## src/rtl/mfva_pkg.sv

```systemverilog
package mfva_pkg;

    localparam int NUM_VOICES_DEF = 9;

    localparam logic [3:0] CMD_NOTE_OFF = 4'h8;
    localparam logic [3:0] CMD_NOTE_ON  = 4'h9;

    localparam logic [7:0] ADDR_RHYTHM  = 8'h0E;
    localparam logic [7:0] ADDR_FNUM_LO = 8'h10;
    localparam logic [7:0] ADDR_FNUM_HI = 8'h20;
    localparam logic [7:0] ADDR_INSTR   = 8'h30;

    localparam logic [7:0] KEY_ON_BIT   = 8'h10;

    // floor(n / 12) == (n * 43) >> 9 for every 7-bit n
    localparam logic [12:0] DIV12_MUL   = 13'd43;
    localparam int          DIV12_SHIFT = 9;
    localparam logic [3:0]  SEMITONES   = 4'd12;

    localparam logic REG_VOLUME = 1'b0;

    typedef struct packed {
        logic [7:0] status_byte;
        logic [6:0] note_number;
    } t_in_item;

    typedef struct packed {
        logic [7:0] reg_address;
        logic [7:0] reg_data;
        logic       last_write;
    } t_out_item;

    typedef struct packed {
        logic [3:0] instrument;
        logic [6:0] note;
        logic       busy;
    } t_voice;

    typedef struct packed {
        logic       is_on;
        logic [3:0] instrument;
        logic [6:0] note;
    } t_match_req;

    function automatic logic [8:0] fnum_lookup(input logic [3:0] pitch);
        logic [8:0] fn;
        case (pitch)
            4'd0:    fn = 9'd172;
            4'd1:    fn = 9'd181;
            4'd2:    fn = 9'd192;
            4'd3:    fn = 9'd204;
            4'd4:    fn = 9'd216;
            4'd5:    fn = 9'd229;
            4'd6:    fn = 9'd242;
            4'd7:    fn = 9'd257;
            4'd8:    fn = 9'd272;
            4'd9:    fn = 9'd288;
            4'd10:   fn = 9'd305;
            4'd11:   fn = 9'd323;
            default: fn = 9'd0;
        endcase
        return fn;
    endfunction

endpackage

```

## src/rtl/mfva_voice_table.sv

```systemverilog
module mfva_voice_table #(
    parameter int NUM_VOICES = mfva_pkg::NUM_VOICES_DEF,
    parameter int IW         = (NUM_VOICES > 1) ? $clog2(NUM_VOICES) : 1
) (
    input  logic             i_clk,
    input  logic             i_rst_n,
    input  logic [IW-1:0]    i_rd_idx,
    output mfva_pkg::t_voice o_rd_voice,
    input  logic             i_wr_en,
    input  logic [IW-1:0]    i_wr_idx,
    input  mfva_pkg::t_voice i_wr_voice
);
    import mfva_pkg::*;

    t_voice r_voices [NUM_VOICES];

    always_ff @(posedge i_clk) begin
        if (!i_rst_n) begin
            for (int i = 0; i < NUM_VOICES; i++) begin
                r_voices[i] <= '0;
            end
        end else if (i_wr_en) begin
            r_voices[i_wr_idx] <= i_wr_voice;
        end
    end

    assign o_rd_voice = r_voices[i_rd_idx];

endmodule

```

## src/rtl/mfva_match_unit.sv

```systemverilog
module mfva_match_unit (
    input  mfva_pkg::t_voice     i_voice,
    input  mfva_pkg::t_match_req i_req,
    output logic                 o_hit
);
    import mfva_pkg::*;

    logic w_same;

    // note-on wants a free voice, note-off a busy one with same note and instrument
    assign w_same = (i_voice.note == i_req.note) && (i_voice.instrument == i_req.instrument);
    assign o_hit  = i_req.is_on ? !i_voice.busy : (i_voice.busy && w_same);

endmodule

```

## src/rtl/midi_fm_voice_allocator.sv

```systemverilog
// note-on: accept, scan for a free voice (else steal voice 0), then emit the rhythm, fnum-lo,
//   fnum-hi and instrument writes; note-off: accept, scan for a match, then emit the key-off write
// one item at a time (o_in_stall is high outside idle); one voice scanned per cycle and one write
//   per cycle while the output is not stalled; unmatched note-offs and other statuses emit nothing
// each output write waits in a single output register while o_out_valid and i_out_stall are high
// synchronous active-low reset clears every voice, the volume register and all control state
module midi_fm_voice_allocator #(
    parameter int NUM_VOICES = mfva_pkg::NUM_VOICES_DEF
) (
    input  logic                i_clk,
    input  logic                i_rst_n,
    input  logic                i_in_valid,
    output logic                o_in_stall,
    input  mfva_pkg::t_in_item  i_in_item,
    output logic                o_out_valid,
    input  logic                i_out_stall,
    output mfva_pkg::t_out_item o_out_item,
    input  logic                psel,
    input  logic                penable,
    input  logic                pwrite,
    input  logic [2:0]          paddr,
    input  logic [31:0]         pwdata,
    output logic [31:0]         prdata,
    output logic                pready
);
    import mfva_pkg::*;

    localparam int IW = (NUM_VOICES > 1) ? $clog2(NUM_VOICES) : 1;

    typedef enum logic [1:0] {S_IDLE, S_SCAN, S_EMIT} t_state;
    typedef enum logic [1:0] {W_RHYTHM, W_FNUM_LO, W_FNUM_HI, W_INSTR} t_wr_step;

    t_state     r_state;
    t_wr_step   r_wr;
    logic [IW-1:0] r_idx;
    logic [IW-1:0] r_voice;
    logic       r_is_on;
    logic [3:0] r_instr;
    logic [6:0] r_note;
    logic [3:0] r_quot;
    logic [3:0] r_volume;
    logic       r_out_valid;
    t_out_item  r_out;

    logic       w_accept;
    logic [3:0] w_cmd;
    logic [12:0] w_prod;
    logic       w_hit;
    logic       w_scan_end;
    logic       w_slot_free;
    logic       w_tbl_wr;
    logic [IW-1:0] w_tbl_idx;
    t_voice     w_rd_voice;
    t_voice     w_wr_voice;
    t_match_req w_req;
    logic [6:0] w_pitch;
    logic [8:0] w_fnum;
    logic [7:0] w_voice8;
    t_out_item  w_item;

    assign pready = 1'b1;
    assign prdata = (paddr[2] == REG_VOLUME) ? {28'd0, r_volume} : 32'd0;

    assign o_in_stall  = (r_state != S_IDLE);
    assign o_out_valid = r_out_valid;
    assign o_out_item  = r_out;

    assign w_accept = i_in_valid && (r_state == S_IDLE);
    assign w_cmd    = i_in_item.status_byte[7:4];
    assign w_prod   = 13'(i_in_item.note_number) * DIV12_MUL;

    assign w_req = '{is_on: r_is_on, instrument: r_instr, note: r_note};

    mfva_voice_table #(
        .NUM_VOICES (NUM_VOICES),
        .IW         (IW)
    ) u_table (
        .i_clk      (i_clk),
        .i_rst_n    (i_rst_n),
        .i_rd_idx   (r_idx),
        .o_rd_voice (w_rd_voice),
        .i_wr_en    (w_tbl_wr),
        .i_wr_idx   (w_tbl_idx),
        .i_wr_voice (w_wr_voice)
    );

    mfva_match_unit u_match (
        .i_voice (w_rd_voice),
        .i_req   (w_req),
        .o_hit   (w_hit)
    );

    assign w_scan_end = (r_idx == IW'(NUM_VOICES - 1));
    assign w_tbl_wr   = (r_state == S_SCAN) && (w_hit || (w_scan_end && r_is_on));
    assign w_tbl_idx  = w_hit ? r_idx : '0;
    assign w_wr_voice = r_is_on ? '{instrument: r_instr, note: r_note, busy: 1'b1}
                                : '{instrument: w_rd_voice.instrument,
                                    note: w_rd_voice.note, busy: 1'b0};

    assign w_pitch  = r_note - 7'(r_quot * SEMITONES);
    assign w_fnum   = fnum_lookup(w_pitch[3:0]);
    assign w_voice8 = 8'(r_voice);

    always_comb begin
        w_item = '0;
        if (!r_is_on) begin
            w_item = '{reg_address: ADDR_FNUM_HI + w_voice8, reg_data: 8'd0, last_write: 1'b1};
        end else begin
            case (r_wr)
                W_RHYTHM: begin
                    w_item = '{reg_address: ADDR_RHYTHM, reg_data: 8'd0, last_write: 1'b0};
                end
                W_FNUM_LO: begin
                    w_item = '{reg_address: ADDR_FNUM_LO + w_voice8,
                               reg_data: w_fnum[7:0], last_write: 1'b0};
                end
                W_FNUM_HI: begin
                    w_item = '{reg_address: ADDR_FNUM_HI + w_voice8,
                               reg_data: KEY_ON_BIT | {4'd0, r_quot[2:0], w_fnum[8]},
                               last_write: 1'b0};
                end
                W_INSTR: begin
                    w_item = '{reg_address: ADDR_INSTR + w_voice8,
                               reg_data: {r_instr, r_volume}, last_write: 1'b1};
                end
                default: begin
                    w_item = '0;
                end
            endcase
        end
    end

    assign w_slot_free = !r_out_valid || !i_out_stall;

    always_ff @(posedge i_clk) begin
        if (!i_rst_n) begin
            r_state     <= S_IDLE;
            r_wr        <= W_RHYTHM;
            r_idx       <= '0;
            r_voice     <= '0;
            r_is_on     <= 1'b0;
            r_volume    <= 4'd0;
            r_out_valid <= 1'b0;
        end else begin
            if (psel && penable && pwrite && pready && (paddr[2] == REG_VOLUME)) begin
                r_volume <= pwdata[3:0];
            end

            if ((r_state == S_EMIT) && w_slot_free) begin
                r_out_valid <= 1'b1;
            end else if (!i_out_stall) begin
                r_out_valid <= 1'b0;
            end

            case (r_state)
                S_IDLE: begin
                    if (w_accept && (w_cmd == CMD_NOTE_ON || w_cmd == CMD_NOTE_OFF)) begin
                        r_state <= S_SCAN;
                        r_idx   <= '0;
                        r_wr    <= W_RHYTHM;
                        r_is_on <= (w_cmd == CMD_NOTE_ON);
                        r_instr <= i_in_item.status_byte[3:0];
                        r_note  <= i_in_item.note_number;
                        r_quot  <= w_prod[DIV12_SHIFT +: 4];
                    end
                end
                S_SCAN: begin
                    if (w_hit) begin
                        r_voice <= r_idx;
                        r_state <= S_EMIT;
                    end else if (w_scan_end) begin
                        r_voice <= '0;
                        r_state <= r_is_on ? S_EMIT : S_IDLE;
                    end else begin
                        r_idx <= r_idx + 1'b1;
                    end
                end
                S_EMIT: begin
                    if (w_slot_free) begin
                        r_out <= w_item;
                        if (w_item.last_write) begin
                            r_state <= S_IDLE;
                        end else begin
                            r_wr <= t_wr_step'(r_wr + 1'b1);
                        end
                    end
                end
                default: begin
                    r_state <= S_IDLE;
                end
            endcase
        end
    end

endmodule

```

## config.mk

```make
export PLATFORM = sky130hd
export DESIGN_NAME = midi_fm_voice_allocator
export DESIGN_NICKNAME = d
export VERILOG_FILES = /design/src/rtl/mfva_pkg.sv /design/src/rtl/mfva_voice_table.sv /design/src/rtl/mfva_match_unit.sv /design/src/rtl/midi_fm_voice_allocator.sv
export SDC_FILE = /design/constraint.sdc
export NUM_CORES = 1
export LEC_CHECK = 0
export BUFFER_PORTS_ARGS = -buffer_cell sky130_fd_sc_hd__buf_2
export CAP_MARGIN = 30
export CORE_MARGIN = 10
export CORE_UTILIZATION = 35
export CTS_CLUSTER_DIAMETER = 120
export CTS_CLUSTER_SIZE = 20
export DETAILED_ROUTE_END_ITERATION = 8
export PLACE_DENSITY = 0.6
export SKIP_CTS_REPAIR_TIMING = 1
export SYNTH_ARGS = -nofsm -noshare
export SYNTH_HDL_FRONTEND = slang
export SYNTH_SLANG_ARGS = --single-unit
export TNS_END_PERCENT = 1
```

## constraint.sdc

```tcl
create_clock -name i_clk -period 5 [get_ports i_clk]
set_input_delay 0.5 -clock i_clk [delete_from_list [all_inputs] [get_ports i_clk]]
set_output_delay 0.5 -clock i_clk [all_outputs]
set_load 0.05 [all_outputs]
```

# == Word level (Yosys, flattened, before mapping) ==
# Memories as Yosys holds them, arrays and structs flattened. A register that Yosys moved wholly into a read port is not among the register bits.
# Cells that the tools add are included.
# classes
addsub,6
n_mul,2
n_eq_ne,18
muxes,34
bitwise,1
reduce_logical,30
# op_table
operator,count
case mux 17 bit (4 select lines),1
two-way mux 4 bit,10
two-way mux 12 bit,2
two-way mux 2 bit,9
two-way mux 17 bit,1
adder 6 x 4 -> 7 bit (first input constant),2
multiplier 7 x 6 -> 13 bit (second input constant),1
== test 4 bit (second input constant),3
AND reduction 4 bit,3
OR reduction 12 bit,1
logical AND 1 bit,10
inequality test 2 bit (second input constant),5
two-way mux 1 bit,8
case mux 4 bit (2 select lines),1
nonzero test 2 bit,4
== test 7 bit,1
adder 5 x 4 -> 6 bit (first input constant),1
== test 2 bit (second input constant),3
case mux 2 bit (3 select lines),1
AND reduction 3 bit,2
adder 4 x 1 -> 4 bit (second input constant),1
== test 2 x 1 -> 1 bit (second input constant),2
== test 4 bit,1
zero test 2 bit,2
10 further kinds,16
# totals
register_bits,50
ramBits,108
mem_bits_ro,144
in_bits,57
wordCells,106
mem_count,2
# memory_table
name,depth,width,rd,rd_clocked_by_memory_dff,write_ports,line,rtl
(no name shown),16,9,1,0,0,mfva_pkg.sv:47,case (pitch)
u_table.r_voices,9,12,1,1,9,mfva_voice_table.sv:15,t_voice r_voices [NUM_VOICES];

# == Logic depth before layout (Yosys ltp) ==
# depth
ltp_word,11
depth_mapped,14
mapped_depth_nobuf,13

# == Hierarchy ==
# Synthesis repeated with hierarchy kept, for this count alone.
# hier_totals
cells_unflattened,785
hier_area_um2,11656.2
# by_module_without_submodules
mod,instances,cells_each,area_each_um2,seq_area_each_um2
mfva_voice_table,1,444,8139.1,5765.5
midi_fm_voice_allocator,1,324,3373.2,1231.2
mfva_match_unit,1,17,143.9,0.0

# == Least setup slack after synthesis ==
# OpenSTA, ideal clock, no wires.
# synth_timing
path_type,register -> register
start,reg (tool-made name)
end,mem u_table.r_voices[12][0] (netlist name) (enable)
arrival_ns,3.381
required_ns,4.604
path_slack_ns,1.223
path_stages_with_launch,13
n_path_buf,3
synth_period_minus_slack_ns,3.777
cell_sequence,dfxtp_1 buf_4 buf_2 mux4_2 a22oi_2 nand2_1 xnor2_1 nand4_1 nor4_4 a21o_1 buf_4 nand2_2 nor3_1
# synth_rtl
element,line
"end, declared",mfva_voice_table.sv:15

==> impl_results.md <==
* Outcome: completed
* HPWL after DPL at approximately 20000 um
* Vias in the first global route at approximately 7.3k
* Ys async rst share at 0%
* Data required, critical path at 5.18 ns
* Hold Vio Cnt, Final at 0
* Unrepaired setup endpoints after global routing: false
* Area of the multi-input gates at 4160 um^2
* Final Power at between 3 and 4 mW
* Total Die Area at a little over 40000 um^2
* Area growth from synthesis to layout at 11.7%
* CTS Root Cell: clkbuf_16
* Skew final at slightly above 0.02 ns
* CP bufs+invs at 2
* Wirelength per Cell at ~22 um
* Post-synth EDFFs at approximately 220
* Design area at about 13000 um^2
* Largest net degree at the start of global routing at 32
* Post-DRT Antenna Nets at 0
* Ys flop type: edfxtp_1
* Cts bufs inserted at 16
* Die extent in x at a little over 200 um
* WS Path Type: reg -> reg
* Initial DRC Count at approximately 700
* Max-slew violations at 0
* DRC at 0
* Initial antenna violation count at 0
* Max-cap violation count at 0
* CP cell instances: buf_4 > mux4_2 > a22oi_1 > nand2_1 > xnor2_1 > nand4_1 > nor4_4 > a21o_1 > nand4_1 > nor2_1 > buf_4
* Initial Util at approximately a third
* Num rows at 67
* Final Wtd Congestion at about 0.83
* Ant. Diodes at 0
* Mean post-synth cell area at 13.5 um^2
* Power Density at between 200 and 300 nW/um^2
* Placed Area at around 13000 um^2
* Crit Reg-Reg Endpoint: u_table.r_voices[11][8]
* Sequential cell area at 7080 um^2
* Worst slew margin at a little under a third
* Total number of vias at between 7k and 8k
* Setup Viol. Count Final at 0
* Arrival time worst endpoint at ~4.5 ns
* Seq cells post-synth at 243
* Filler instances at around 3.2k
* Peak VDD IR at 0.202 mV
* Gr usage total at between 10% and 20%
* First-pass GRT wire length at around 46000 um
* CTS tree: built
* CP delay by family, top: simple AND/OR/NAND/NOR gates
* Mapped Cells at between 800 and 900
* Worst hold slack at 0.178 ns
* Ports at 109
* Netlist cell types at ~60
* GR Overflow Total at 0
* Die H at a little over 200 um
* Share of cells above drive strength 1 at 20.5%
* DR vias/cell at 5.21
* Worst Tran Pin Value at 1.03 ns
* Detailed Routing Iterations Pass 1 at 5
* CTS clk-pin slew, worst paths at roughly 0.080 ns
* Register area share after synthesis at 60.3%
* Mapped Area at between 10000 and 15000 um^2
* Crit share post-route at roughly 86%
* CP endpoint: u_table.r_voices[11][8]
* Ys Warns at 0
* Core area at approximately 33000 um^2
* Critical Path End Type: flip-flop
* Levels on crit path at 11
* R2R depth at 11
* Area leader, netlist: edfxtp_1
* Leak pwr at approximately 4.8 nW
* H-tree Lvls at 1
* Synth top area share at 56.5%
* Reg2Reg Setup Slack at around 0.71 ns
* Critical path's largest stage delay at approximately 0.86 ns
* Worst-Skew Late Latency at 0.51 ns
* Num Clock Sinks at 243
* Nets@finish at roughly 1.0k
* Setup TNS at 0 ns
* Fmax at 233 MHz
* Final Critical Period at ~4.3 ns
* PortBufs at 47
* DRT Wirelength at roughly 30000 um
* Synth top area cells: edfxtp_1, mux4_2, ha_1, mux2i_1, nor2_1
* Startpoint Class: flip-flop
* Clk buf depth at 3
* Crit-path slowest cell: dfxtp_2
* HP Class: in -> reg
* CP Max Fanout at 24
-- layout by cell type, fill, tap and decap left out, drive strengths merged, types with 6 or more instances in the layout --
| cell | n |
|---|---|
| a21o | 6 |
| a21oi | 23 |
| a22oi | 12 |
| and3 | 6 |
| buf | 101 |
| clkbuf | 19 |
| conb | 31 |
| dfxtp | 22 |
| edfxtp | 221 |
| fa | 6 |
| ha | 40 |
| inv | 46 |
| mux2 | 10 |
| mux2i | 49 |
| mux4 | 34 |
| nand2 | 34 |
| nand2b | 9 |
| nand3 | 15 |
| nand4 | 6 |
| nor2 | 123 |
| nor2b | 8 |
| nor3 | 36 |
| o21ai | 17 |
| xnor2 | 10 |
-- through the flow --
stage               utilization (%)  std cells  worst slack [ns]
floorplan                         -        897              1.22
global placement               38.0       1367             0.760
detailed placement             38.1       1369             0.739
CTS                            39.4       1390             0.731
global route                   39.4       1390             0.482
finish                         39.4       1390             0.714
-- worst min-delay path by stage --
| stage | startpoint | end | slack (ns) | cells after the start |
|---|---|---|---|---|
| global placement | r_voice[2] | r_voice[2] | 0.45 | 2 |
| CTS | i_in_item[7] | r_instr[0] | 0.17 | 1 |
| finish | i_in_item[7] | r_instr[0] | 0.18 | 1 |
| global route | i_in_item[7] | r_instr[0] | 0.16 | 1 |
| detailed placement | r_voice[2] | r_voice[2] | 0.45 | 2 |
| floorplan | r_voice[2] | r_voice[2] | 0.43 | 2 |
-- cells in the mapped netlist (8+ instances only) --
| cell type | count |
|---|---|
| a21oi_1 | 22 |
| a22oi_1 | 11 |
| buf_2 | 16 |
| buf_4 | 36 |
| clkbuf_1 | 19 |
| dfxtp_1 | 22 |
| edfxtp_1 | 221 |
| ha_1 | 40 |
| inv_1 | 43 |
| mux2i_1 | 49 |
| mux4_2 | 34 |
| nand2_1 | 33 |
| nand2b_1 | 9 |
| nand3_1 | 14 |
| nor2_1 | 123 |
| nor2b_1 | 8 |
| nor3_1 | 22 |
| nor3_2 | 14 |
| o21ai_0 | 12 |
| xnor2_1 | 10 |
-- flip-flops by register name, summed over array words and instances (netlist names), named ones only --
| name | count |
|---|---|
| o_out_valid | 1 |
| r_quot | 3 |
| r_idx | 4 |
| r_volume | 4 |
| r_note | 7 |
| r_wr | 2 |
| r_instr | 4 |
| u_table.r_voices | 192 |
| r_voice | 4 |
| o_out_item | 15 |
| r_state | 2 |
| r_is_on | 1 |
-- power by group --
group          internal (mW)  leakage (nW)  switching [mW]
registers               2.25          2.32          0.0145
clock network          0.599         0.217           0.672
logic                  0.117          2.25           0.231
-- layout make-up --
cell class | instances | share of cell area [%]
inverter | 45 | 1.29
sequential | 243 | 54.0
tap | 448 | 4.27
clock inverter | 2 | 0.276
multi-input combinational | 532 | 31.7
clock buffer | 19 | 3.14
timing repair buffer | 101 | 5.39
-- cell families (layout without fill, tap and decap cells) --
family | after synthesis | after routing | share of synthesized area [%]
other | 2 | 31 | 0.0639
and+or+nand+nor | 253 | 253 | 10.7
adders and majority gates | 46 | 46 | 5.28
muxes | 93 | 93 | 11.7
AOI/OAI and AO/OA | 94 | 94 | 5.45
DFF | 243 | 243 | 60.3
buffers and inverters | 122 | 167 | 5.48
xor gates and xnor gates | 15 | 15 | 1.12
-- per-layer routing --
| layer | vias to the layer above | GRT usage (%) | wire, um |
|---|---|---|---|
| li1 | 3274 | - | - |
| met1 | 3691 | 19.0 | 12700 |
| met2 | 240 | 24.6 | 15000 |
| met3 | 39 | 1.51 | 1810 |
| met5 | - | 0 | 0 |
| met4 | 0 | 3.92 | 552 |
Power figures use the tool's default switching activity.
